### src/hw/rtl/minv4_pkg.sv
`timescale 1ns / 1ps
// ----------------------------------------------------------------------------
// minv4_pkg
// Types, widths and index helpers shared by the 4x4 matrix inverse core.
// ----------------------------------------------------------------------------
package minv4_pkg;

	localparam int ELEM_W  = 32;
	localparam int ROWS    = 4;
	localparam int ROW_W   = ELEM_W * ROWS;
	// |cofactor| < 6 * 2^93, so 97 bits signed hold it exactly
	localparam int COF_W   = 97;
	// |det| < 4 * 2^31 * 2^96
	localparam int DET_W   = 132;
	localparam int MUL_W   = 33;
	localparam int PROD_W  = 2 * MUL_W;
	localparam int TUSER_W = 4;
	localparam int Q_DEPTH = 4;
	localparam int PTR_W   = $clog2(Q_DEPTH);
	localparam int QCNT_W  = $clog2(Q_DEPTH + 1);

	typedef logic [1:0] row_idx_t;

	localparam row_idx_t   LAST_ROW      = 2'd3;
	localparam logic [2:0] LAST_TERM     = 3'd5;
	localparam logic [2:0] COF_LAST_STEP = 3'd6;
	localparam logic [2:0] DET_LAST_STEP = 3'd5;

	typedef struct packed {
		row_idx_t             row;
		logic [ROW_W-1:0]     data;
	} row_beat_t;

	typedef enum logic [2:0] {
		BK_LOAD,
		BK_COF,
		BK_DET,
		BK_CHK,
		BK_SING,
		BK_DIV,
		BK_EMIT
	} back_state_t;

	typedef enum logic [1:0] {
		DV_IDLE,
		DV_RUN,
		DV_DONE
	} div_state_t;

	// i-th index of {0..3} with x removed
	function automatic row_idx_t skip_idx(input row_idx_t x, input logic [1:0] i);
		return (i >= x) ? row_idx_t'(i + 2'd1) : i;
	endfunction

	// column permutation k of a 3x3 minor, element i
	function automatic logic [1:0] perm_sel(input logic [2:0] k, input logic [1:0] i);
		logic [5:0] p;
		unique case (k)
			3'd0: p = {2'd2, 2'd1, 2'd0};
			3'd1: p = {2'd1, 2'd2, 2'd0};
			3'd2: p = {2'd2, 2'd0, 2'd1};
			3'd3: p = {2'd0, 2'd2, 2'd1};
			3'd4: p = {2'd1, 2'd0, 2'd2};
			3'd5: p = {2'd0, 2'd1, 2'd2};
			default: p = {2'd2, 2'd1, 2'd0};
		endcase
		return p[i*2 +: 2];
	endfunction

	function automatic logic perm_odd(input logic [2:0] k);
		return (k == 3'd1) || (k == 3'd2) || (k == 3'd5);
	endfunction

	function automatic logic signed [ELEM_W-1:0] col_of(input logic [ROW_W-1:0] row,
		input logic [1:0] c);
		return row[c*ELEM_W +: ELEM_W];
	endfunction

endpackage

### src/hw/rtl/minv4_front.sv
`timescale 1ns / 1ps
// ----------------------------------------------------------------------------
// minv4_front
// Accepts row beats, tags each with its row number and queues it for the
// compute engine.
// ----------------------------------------------------------------------------
module minv4_front (
	input  logic                    clk,
	input  logic                    arst_n,
	input  logic                    s_tvalid,
	output logic                    s_tready,
	input  logic [minv4_pkg::ROW_W-1:0] s_tdata,
	output logic                    q_valid,
	input  logic                    q_ready,
	output minv4_pkg::row_beat_t    q_beat
);

	minv4_pkg::row_beat_t            fifo_q [minv4_pkg::Q_DEPTH];
	minv4_pkg::row_idx_t             rows_q;
	logic [minv4_pkg::PTR_W-1:0]     wr_ptr_q;
	logic [minv4_pkg::PTR_W-1:0]     rd_ptr_q;
	logic [minv4_pkg::QCNT_W-1:0]    count_q;
	logic                            push;
	logic                            pop;

	assign s_tready = (count_q != minv4_pkg::QCNT_W'(minv4_pkg::Q_DEPTH));
	assign q_valid  = (count_q != '0);
	assign q_beat   = fifo_q[rd_ptr_q];
	assign push     = s_tvalid & s_tready;
	assign pop      = q_valid & q_ready;

	always_ff @(posedge clk or negedge arst_n) begin
		if (!arst_n) begin
			rows_q   <= '0;
			wr_ptr_q <= '0;
			rd_ptr_q <= '0;
			count_q  <= '0;
		end else begin
			if (push) begin
				rows_q   <= rows_q + 2'd1;
				wr_ptr_q <= wr_ptr_q + 1'b1;
			end
			if (pop) begin
				rd_ptr_q <= rd_ptr_q + 1'b1;
			end
			unique case ({push, pop})
				2'b10:   count_q <= count_q + 1'b1;
				2'b01:   count_q <= count_q - 1'b1;
				default: count_q <= count_q;
			endcase
		end
	end

	always_ff @(posedge clk) begin
		if (push) begin
			fifo_q[wr_ptr_q] <= '{row: rows_q, data: s_tdata};
		end
	end

endmodule

### config.mk
export PLATFORM = sky130hd
export DESIGN_NAME = minv4_front
export DESIGN_NICKNAME = d
export VERILOG_FILES = /design/src/hw/rtl/minv4_pkg.sv /design/src/hw/rtl/minv4_front.sv
export SDC_FILE = /design/constraint.sdc
export NUM_CORES = 1
export LEC_CHECK = 0
export ABC_AREA = 1
export BUFFER_PORTS_ARGS = -buffer_cell sky130_fd_sc_hd__buf_2
export CAP_MARGIN = 20
export CORE_MARGIN = 4
export CORE_UTILIZATION = 58
export DETAILED_ROUTE_END_ITERATION = 12
export PLACE_DENSITY = 0.81
export SYNTH_ARGS = -nofsm -noshare
export SYNTH_HDL_FRONTEND = slang
export SYNTH_SLANG_ARGS = --single-unit
### constraint.sdc
create_clock -name clk -period 8.6 [get_ports clk]
set_input_delay 2.15 -clock clk [delete_from_list [all_inputs] [get_ports clk]]
set_output_delay 2.15 -clock clk [all_outputs]
set_load 0.005 [all_outputs]
======== Yosys cells after proc, flatten, opt, wreduce, memory -nomap -nowiden ========
Memory sizes are Yosys's and may differ from the RTL's.
Index checks and enable logic that the tools add are counted.
operators by class
  add/subtract/negate cells ............... 5
  equality and inequality tests ........... 3
  muxes and demuxes ....................... 3
  bitwise operators ....................... 2
  reductions and logical operators ........ 2
operator list
  operator                                                            count
  2-bit by 1-bit adder with 2-bit output, second input constant       3
  3-bit one-hot mux with 2 select lines                               1
  3-bit by 1-bit adder with 3-bit output, second input constant       1
  3-bit inequality test, second input constant                        1
  3-bit nonzero test                                                  1
  3-bit by 1-bit subtractor with 3-bit output, second input constant  1
  1-bit bitwise AND                                                   2
  2-bit by 1-bit == test with 1-bit output, second input constant     1
  2-bit == test, second input constant                                1
  1-bit 2-to-1 mux                                                    2
  2-bit nonzero test                                                  1
storage, ports and cells
  register bits after elaboration ......... 9
  RAM bits ................................ 520
  output and inout port bits .............. 132
  memories ................................ 1
memories
  memory  depth  bits a word  read ports  clocked after Yosys merged registers in  write ports  RTL line           source
  fifo_q  4      130          1           0                                        1            minv4_front.sv:18  minv4_pkg::row_beat_t fifo_q [minv4_pkg::Q_DEPTH];

======== Longest topological paths before layout ========
  depth after elaboration ................. 4
  gate-level depth with buffers ........... 12

======== Worst setup path after synthesis ========
Ideal clock, no wire load.
  kind .................................... input port to flip-flop
  start ................................... in s_tvalid
  end ..................................... mem fifo_q[0][0] in the netlist's numbering, enable pin
  setup time .............................. 0.621 ns
  data arrival time ....................... 7.719 ns
  data required time ...................... 7.979 ns
  slack ................................... 0.259 ns
  stages on the path ...................... 2
  buffers on the path ..................... 0
  cell sequence ........................... nand2_1 -> nor2_1
on the way
  word-level cells in the longest chain between the ends .. 3
RTL lines
  what                                    RTL line           source
  start, declared                         minv4_front.sv:10  input logic s_tvalid,
  1-bit bitwise AND                       minv4_front.sv:29  assign push = s_tvalid & s_tready;
  1-bit 2-to-1 mux                        minv4_front.sv:55  if (push) begin
  1-bit 2-to-1 mux (not written as such)  minv4_front.sv:56  fifo_q[wr_ptr_q] <= '{row: rows_q, data: s_tdata};
  end, declared                           minv4_front.sv:18
Every way passes these cells.

==> run metrics <==
buffers added on ports 263; metal3 WL 2.88 mm; worst hold start count_q[0]; layout cell share with drive strength beyond 1 0.191; fmax 181 MHz; fin. max-slew vios 0; Post-layout nets 1968; Yosys reg bits 529; H-tree levels 2; deepest clock path buffer count 3; launch point of the worst reg-to-reg path count_q[1]; Crit path required time 6.45 ns; CTS sink cnt 529; Synth cell types 19; GRT Util Overall 0.209; relative slew slack 0.258; Cell Area, Placed 22600 µm²; Pre-Repair DR Iteration Count 5; final setup skew 0.0136 ns; Die Height 200 µm; total die area 39900 µm²; Hold Crit Class register to register; Gate Count Post-Synth 1587; reg2reg setup slack 5.82 ns; io pins 264; Via-to-Cell Ratio 5.36; Core Box Area 35900 µm²; Hold EP count_q[0]; Max Cap Viol 0; PostCTS Resize Cnt 0; largest net degree at the start of global routing 258; worst hold margin 0.490 ns; cts bufs inserted 51; mapped cell area 21300 µm²; root buffer cell clkbuf_16; main area contributors after synthesis edfxtp_1 (73%), o211ai_1 (9.2%), nand2_1 (7.3%), inv_1 (4.8%), buf_6 (2.7%); Fill cells 2420; cell taking the most area after synthesis edfxtp_1; post-route ant nets 0; Cell Rows 69; global-route wire length before repair 64.5 mm; final setup violation count 0; CP arrival 3.36 ns; FF-to-FF End fifo_q[2][66]; CP endpoint kind primary output; CTS tree done; Synth top area share 0.733; P per Cell Area 341 nW/µm²; Period minus WS final 5.51 ns; overall power 0.00828 W; final instance area 24300 µm²; die width 200 µm; Crit Path Max Fanout 68; Area growth, synth to finish 14.0%; RSZ-0062 raised after global routing false; DRC marker count from the first detailed-route iteration 875; routed vias 12528; commonest cells after routing, fill and taps aside edfxtp_1 (520), nand2_1 (413), inv_1 (275), buf_2 (263), o211ai_1 (260); WL per Instance 18.0 µm; Syn Nets 1725; # hold bufs at CTS 0; status finished, final reports clean; metal2 WL 21.4 mm; part of the cycle the worst path needs 0.641; area of the multi-input gates 3700 µm²; r2r worst-path depth 5; Setup TNS Final 0 ns; Lkg Pwr 9.81 nW; Peak VDD IR 0.284 mV; Fin. Hold Viols 0; most common cell after layout, fill and taps aside edfxtp_1; DP HPWL 25.1 mm; final WL 42.1 mm; sequential fraction of the synthesis area 0.743; vias in the first global route 12215; Worst-path clk slew 0.06 ns; Worst-Skew Late Latency 0.58 ns; register area 15800 µm²; DRT met1 WL 16.6 mm; hold path cells 1; number of post-CTS setup repair buffers 0; grt ovf 0; YS warnings 0; DR top layer met5; DRC 0; starting density of the core 0.593; type of the worst setup path register to primary output; initial antenna violation count 13; Avg Cell Area, Syn 13.4 µm²; global placer's final weighted congestion 0.793; CP Launch Type register; Slew @ Worst Pin 1.11 ns
[power breakdown]
part | switching, W | leakage, nW | internal (W)
logic | 0.00168 | 4.13 | 0.000859
clock network | 0.000896 | 0.805 | 0.00127
registers | 0.000169 | 4.87 | 0.00341
total | 0.00274 | 9.81 | 0.00554
[routing by layer]
layer,vias to the layer above,global-route usage
met5,-,0
met4,12,0.0737
met3,95,0.0460
met2,353,0.363
met1,6011,0.261
li1,6057,-
[state kept, by name (all words and copies together), names as in the netlist]
signal,cells
rd_ptr_q,2
rows_q,2
wr_ptr_q,2
count_q,3
fifo_q,520
[cell type report]
cell class / count / area share
clock buffers: 60 / 0.0557
clock inverters: 34 / 0.0121
well taps: 461 / 0.0238
flip-flops and latches: 529 / 0.652
diodes: 7 / 0.000721
multi-input cells: 695 / 0.153
repair buffers: 276 / 0.0596
inverters: 277 / 0.0432
[critical path, stage by stage (launching register included)]
cell,delay [ns]
dfrtp_4,0.77
inv_4,0.73
buf_4,0.69
o211ai_1,0.18
nand2_1,0.12
buf_2,0.12
[metrics by stage]
stage                     std cells   util  worst slack [ns]
final                          2339  0.676              3.09
after detailed placement       2237  0.629              3.69
after global routing           2338  0.676              2.89
after global placement         2237  0.629              3.72
after floorplan                1587      -             0.259
after CTS                      2331  0.675              3.03
[synthesized netlist by cell type]
cell,n
inv_1,275
dfrtp_1,9
o21ai_0,1
nand3_1,6
nand2_1,413
nor2_1,4
inv_2,2
xnor2_1,1
buf_2,26
nand3_2,1
buf_6,51
nand3b_1,2
edfxtp_1,520
fa_1,1
ha_1,5
clkbuf_1,5
buf_4,4
nand4_1,1
o211ai_1,260
[worst max-delay path by stage]
| stage | start | end | slack (ns) | cells past startpoint |
|---|---|---|---|---|
| 4_1_cts | rd_ptr_q[1] | q_beat[42] | 3.03 | 5 |
| 6_report | rd_ptr_q[1] | q_beat[95] | 3.09 | 5 |
| 3_3_place_gp | rd_ptr_q[1] | q_beat[95] | 3.72 | 5 |
| 3_5_place_dp | rd_ptr_q[1] | q_beat[42] | 3.69 | 5 |
| 5_1_grt | rd_ptr_q[1] | q_beat[80] | 2.89 | 5 |
| 2_1_floorplan | s_tvalid | fifo_q[0][0] | 0.26 | 2 |
[cell families after synthesis]
| group | Yosys count | synth area share |
|---|---|---|
| buffers and inverters | 363 | 0.0841 |
| AND/OR/NAND/NOR | 427 | 0.0763 |
| flip-flops | 529 | 0.743 |
| AO/OA/AOI/OAI | 261 | 0.0918 |
| adder cells (fa/ha/maj) | 6 | 0.00388 |
| XOR/XNOR | 1 | 0.000411 |
(Power assumes the default switching activity.)
